===== config.mk =====
export PLATFORM = sky130hd
export DESIGN_NAME = cpt_fifo
export DESIGN_NICKNAME = d
export VERILOG_FILES = /design/src/rtl/cpt_pkg.sv /design/src/rtl/cpt_fifo.sv
export SDC_FILE = /design/constraint.sdc
export NUM_CORES = 2
export LEC_CHECK = 0
export ABC_CLOCK_PERIOD_IN_PS = 51500
export BUFFER_PORTS_ARGS = -buffer_cell sky130_fd_sc_hd__buf_2
export CAP_MARGIN = 20
export CORE_AREA = 2 2 561 563
export CTS_CLUSTER_SIZE = 25
export DETAILED_ROUTE_END_ITERATION = 8
export DIE_AREA = 0 0 563 565
export HOLD_SLACK_MARGIN = 0.1
export SYNTH_ARGS = -nofsm -noshare
export SYNTH_HDL_FRONTEND = slang
export SYNTH_SLANG_ARGS = --single-unit

===== constraint.sdc =====
create_clock -name clk -period 51.5 [get_ports clk]
set_input_delay 5.15 -clock clk [delete_from_list [all_inputs] [get_ports clk]]
set_output_delay 5.15 -clock clk [all_outputs]
set_load 0.005 [all_outputs]

===== src/rtl/cpt_pkg.sv =====
// Shared constants, types and helpers for the closest-point-on-triangle core.
// Used by every module under rtl; depends on nothing.

package cpt_pkg;

	localparam int CW      = 32;   // coordinate width
	localparam int DW      = CW + 1;   // vertex difference width
	localparam int PRW     = 2 * DW;   // one coordinate product of two differences
	localparam int DOTW    = PRW + 2;  // dot product d1..d6
	localparam int CRW     = 2 * DOTW + 1;  // cross terms va, vb, vc
	localparam int DENW    = CRW + 2;  // face denominator
	localparam int DIG     = 35;   // digit width of the wide multiplier
	localparam int MAW     = 2 * DIG;
	localparam int MBW     = 4 * DIG;
	localparam int MPW     = MAW + MBW;
	localparam int NW      = DW + CRW + 1;  // numerator of one output coordinate
	localparam int QB      = 35;   // quotient bits kept before saturation
	localparam int D2W     = DENW + 1;
	localparam int RW      = D2W + QB + 1;  // divider remainder width
	localparam int MUL_LAT = 4;
	localparam int DIV_LAT = QB + 1;
	localparam int OW      = QB + 2;   // base plus signed quotient
	localparam int IN_W    = 12 * CW;
	localparam int OUT_W   = 3 * CW;

	localparam logic [2:0] RG_VA   = 3'd0;
	localparam logic [2:0] RG_VB   = 3'd1;
	localparam logic [2:0] RG_VC   = 3'd2;
	localparam logic [2:0] RG_AB   = 3'd3;
	localparam logic [2:0] RG_AC   = 3'd4;
	localparam logic [2:0] RG_BC   = 3'd5;
	localparam logic [2:0] RG_FACE = 3'd6;

	// One classified query on its way from the front part to the back part.
	// Each output coordinate is base + round((dir1*w1 + dir2*w2) / den).
	typedef struct packed {
		logic [2:0][CW-1:0] base;
		logic [2:0][DW-1:0] dir1;
		logic [2:0][DW-1:0] dir2;
		logic [CRW-1:0]     w1;
		logic [CRW-1:0]     w2;
		logic [DENW-1:0]    den;
		logic               pt;
		logic [2:0]         region;
		logic               deg;
	} job_t;

	typedef struct packed {
		logic [CW-1:0] base;
		logic [2:0]    region;
		logic          deg;
	} side_t;

	function automatic logic signed [DW-1:0] sx(input logic [CW-1:0] x);
		return {x[CW-1], x};
	endfunction

endpackage


===== src/rtl/cpt_fifo.sv =====
// Four-entry queue of classified queries between the front and back parts.
// Uses cpt_pkg::job_t.

module cpt_fifo (
	input  logic          clk,
	input  logic          arst_n,
	input  logic          push,
	input  cpt_pkg::job_t din,
	output logic          full,
	input  logic          pop,
	output cpt_pkg::job_t dout,
	output logic          nonempty
);

	cpt_pkg::job_t mem_q [4];
	logic [1:0]    wr_ptr_q, rd_ptr_q;
	logic [2:0]    cnt_q;

	assign full     = (cnt_q == 3'd4);
	assign nonempty = (cnt_q != 3'd0);
	assign dout     = mem_q[rd_ptr_q];

	always_ff @(posedge clk) begin
		if (push) begin
			mem_q[wr_ptr_q] <= din;
		end
	end

	always_ff @(posedge clk or negedge arst_n) begin
		if (!arst_n) begin
			wr_ptr_q <= '0;
			rd_ptr_q <= '0;
			cnt_q    <= '0;
		end else begin
			if (push) begin
				wr_ptr_q <= wr_ptr_q + 2'd1;
			end
			if (pop) begin
				rd_ptr_q <= rd_ptr_q + 2'd1;
			end
			cnt_q <= cnt_q + {2'b0, push} - {2'b0, pop};
		end
	end

endmodule


Yosys cells after proc, flatten, opt, wreduce, memory -nomap -nowiden
Memories as Yosys holds them, arrays and structs flattened.
Cells that the tools add are included.
Operators by class
  multiplexer cells: 2
  add/sub/neg operators: 4
  reductions and logical operators: 1
  equal/unequal tests: 1
Operator list (count)
  $add 2x1->2 const B: 2
  $add 3x1->3: 1
  $eq 3x3->1 const B: 1
  $reduce_bool 3->1: 1
  $sub 3x1->3: 1
  $mux 1: 2
Word-level totals
  flip-flop bits (word level): 7
  memories kept: 1
  input port bits: 716
  memory bits (writable): 2848
Memory list
  mem_q: words 4, bits a word 712, rd ports 1, clocked after memory_dff 0, write ports 1, line cpt_fifo.sv:15  | cpt_pkg::job_t mem_q [4];

Depth between registers and ports, before layout
  depth in word-level cells: 2
  mapped depth: 7
  depth with buffers taken out: 7

Worst setup path after synthesis
OpenSTA, ideal clock, no wires.
  path kind: input to register
  start point: input push
  end point: memory mem_q[0][0] (netlist name), enable pin
  setup time: 1170 ps
  cell stages on the path: 1
  arrival time: 21099 ps
  buffers on the path: 0
  path slack: 29231 ps
  path through: and2_1
Between the ends
  word-level cells in the longest chain between the ends: 2
RTL lines
  start, declared: line cpt_fifo.sv:7  | input logic push,
  $mux 1: line cpt_fifo.sv:24  | if (push) begin
  $mux 1 (not written as such): line cpt_fifo.sv:25  | mem_q[wr_ptr_q] <= din;
  end, declared: line cpt_fifo.sv:15
No other way between the ends.

==> results.sh <==
export IMPL_die_width_um=563
export IMPL_yosys_area_top_type="edfxtp_1"
export IMPL_max_stage_delay_ns=0.88
export IMPL_clk_transition_reported_paths_ns=0.06
export IMPL_rsz0062_at_grt="no"
export IMPL_ir_worst_vdd_uv=44.55
export IMPL_dp_hpwl_um=189000
export IMPL_worstPathRequired_ns=46.35
export IMPL_p_sw_share_pct=30.07
export IMPL_grt_pass1_wl_um=384600
export IMPL_viasPerCell=4.887
export IMPL_min_period_over_period_pct=22.88
export IMPL_finalSetupViolCount=0
export IMPL_gr_total_overflow=0
export IMPL_total_leakage_power_nw=41.70
export IMPL_path_cells="buf_4, buf_4, buf_4, buf_4, buf_4, mux4_2, buf_2"
export IMPL_fp_dieArea_um2=318100
export IMPL_initial_core_util_pct=33.11
export IMPL_fin_crit_ns=11.78
export IMPL_critPathSlowestCell="buf_4"
export IMPL_grt_pass1_vias=49630
export IMPL_worstSetupEndpointType="output pin"
export IMPL_first_iter_violations=4597
export IMPL_power_frac_comb_pct=28.2
export IMPL_root_buffer="clkbuf_16"
export IMPL_ys_seq_area_share_pct=83.12
export IMPL_synth_area_top_cells="edfxtp_1 83%, mux4_2 16%, buf_6 0.57%"
export IMPL_clock_path_buffers=4
export IMPL_cts_made_buffers=310
export IMPL_p_sw_mw=2.208
export IMPL_route_vias_total=48270
export IMPL_synth_distinct_cells=18
export IMPL_cp_max_fo=62
export IMPL_totalWireLength_um=279300
export IMPL_syn_area_per_cell_um2=27.47
export IMPL_io_pins=1430
export IMPL_cp_start_kind="flip-flop"
export IMPL_max_freq_mhz=84.86
export IMPL_power_density_nw_per_um2=58.68
export IMPL_place_congestion=0.8198
export IMPL_synth_compound_area_share_pct=0.004854
export IMPL_skew_ns=0.08485
export IMPL_ant_nets=0
export IMPL_drive_above_1_share_pct=46.74
export IMPL_drc_errors=0
export IMPL_status="complete, no violations"
export IMPL_io_buffers=1429
export IMPL_synth_simple_area_share_pct=0.04369
export IMPL_drv_cap=0
export IMPL_fin_hold_ws_ns=0.5366
export IMPL_wl_per_cell_um=28.27
export IMPL_track_usage_pct=16.98
export IMPL_worst_pin_slew_ns=1.162
export IMPL_core_area_um2=311400
export IMPL_clock_sinks=2855
export IMPL_hold_violations=0
export IMPL_tns_ns=0
export IMPL_hold_buffers=0
export IMPL_synthMuxAreaShare_pct=15.55
export IMPL_seq_power_share_pct=42.7
export IMPL_cts_post_setup_buffers_inserted=0
export IMPL_clock_latency_ns=0.91
export IMPL_synth_xor_xnor_area_share_pct=0.04248
export IMPL_synth_fp_nets=4476
export IMPL_die_h_um=565
export IMPL_cp_arrival_ns=6.63
export IMPL_p_clk_share_pct=29.2
export IMPL_netlist_area_um2=103100
export IMPL_cts_tree="yes"
export IMPL_hp_class="flip-flop to flip-flop"
export IMPL_p_int_mw=5.135
export IMPL_synth_cells=3753
export IMPL_crit_top_cell="buf_4"
export IMPL_synth_seq_cells=2855
export IMPL_grt_max_degree=155
export IMPL_maxSlewViolCount=0
export IMPL_post_cts_resized=0
export IMPL_antenna_found_initial=199
export IMPL_synth_warnings=0
export IMPL_num_rows=205
export IMPL_nets=6127
export IMPL_synth_fa_ha_area_share_pct=0.09224
export IMPL_area_growth_pct=21.39
export IMPL_yosysTopAreaCellShare_pct=82.95
export IMPL_path_class="flip-flop to output pin"
export IMPL_synth_top_family_by_area="multiplexers"
export IMPL_htreeDepth=5
export IMPL_relSlewSlack_pct=22.55
export IMPL_dr_pass1_iters=5
final timing paths:
path	start	to	slack (ns)	cells past startpoint
worst max-delay path	rd_ptr_q[1]	dout[354]	39.72	7
worst min-delay path	wr_ptr_q[0]	wr_ptr_q[0]	0.54	1
worst max register to register	wr_ptr_q[0]	mem_q[3][417]	46.61	6
worst min register to register	wr_ptr_q[0]	wr_ptr_q[0]	0.54	1
max in group asynchronous	arst_n	rd_ptr_q[1]	47.07	1
min in group asynchronous	arst_n	rd_ptr_q[0]	4.19	1
worst max-delay path, delay by kind of cell (launching register included):
kind	cells	cell delay, ns
buf+inv	6	4.25
flops	1	0.79
mux	1	0.48
power by group through the flow:
| stage | combinational, mW | clock (mW) | sequential [mW] |
|---|---|---|---|
| 3_3_place_gp | 2.13 | 0 | 3.16 |
| 3_5_place_dp | 2.12 | 0 | 3.19 |
| 4_1_cts | 2.13 | 2.20 | 3.14 |
| 6_report | 2.07 | 2.14 | 3.13 |
| 5_1_grt | 2.21 | 2.27 | 3.17 |
| 2_1_floorplan | 1.17 | 0 | 3.51 |
cell usage after synthesis:
| cell type | n |
|---|---|
| buf_2 | 54 |
| buf_4 | 26 |
| and3_1 | 1 |
| clkbuf_1 | 13 |
| buf_6 | 52 |
| nand2_1 | 2 |
| mux4_2 | 712 |
| and2_1 | 4 |
| buf_1 | 14 |
| o21ai_0 | 1 |
| ha_1 | 6 |
| edfxtp_1 | 2848 |
| xnor2_1 | 3 |
| inv_1 | 6 |
| fa_1 | 1 |
| xor2_1 | 2 |
| or3_1 | 1 |
| dfrtp_1 | 7 |
cell families (layout without fill, tap and decap cells):
kind of cell / Yosys count / in the layout
other: 0 / 91
AO/OA/AOI/OAI: 1 / 1
buffers and inverters: 165 / 2058
multiplexers: 712 / 712
AND/OR/NAND/NOR: 8 / 8
flip-flops: 2855 / 2855
adder cells (fa/ha/maj): 7 / 7
XOR/XNOR: 5 / 5
cells in the final DEF (no fill, tap or decap), types with 2 or more instances in the layout:
cell type and count:
clkinv_8 2, clkinv_16 16, inv_6 9, ha_1 6, xnor2_1 3, clkbuf_1 62, mux4_2 712, edfxtp_1 2848
and2_4 4, inv_16 7, clkinvlp_4 11, buf_2 1429, clkbuf_16 310, bufinv_16 19, inv_1 6, diode_2 91
nand2_1 2, dfrtp_4 2, buf_16 4, xor2_1 2, clkinv_4 5, dfrtp_1 5, buf_4 55, clkinv_1 69
clkinv_2 43, buf_12 10
cell type report:
class	count	area [um2]
Fill cell	27320	186200
Sequential cell	2855	85700
Multi-Input combinational cell	733	16230
Clock buffer	372	7990
Timing Repair Buffer	1498	7875
Tap cell	4140	5180
Clock inverter	182	1914
Antenna cell	91	227.7
Inverter	6	22.52
routing by layer:
layer	vias to the layer above	routed length, um	track usage, %
met5	-	549	0
met4	84	10360	6.848
met3	605	27170	6.130
met2	2126	137000	27.82
met1	25540	104100	20.36
li1	19910	-	-
stage by stage:
step                instance area, um2  setup slack (ns)  std cells  power [mW]  utilization [%]
floorplan                       103100             29.23       3753       4.676                -
global placement                114900             40.42       9228       5.293            36.90
detailed placement              114900             40.42       9228       5.308            36.90
CTS                             124800             39.46       9782       7.464            40.08
global route                    125000             39.35       9819       7.654            40.14
finish                          125100             39.72       9877       7.343            40.19
sequential cells by signal, summed over array words and instances (netlist names):
signal    count
cnt_q         3
mem_q      2848
rd_ptr_q      2
wr_ptr_q      2
No activity file was read; power rests on OpenSTA's default activity.
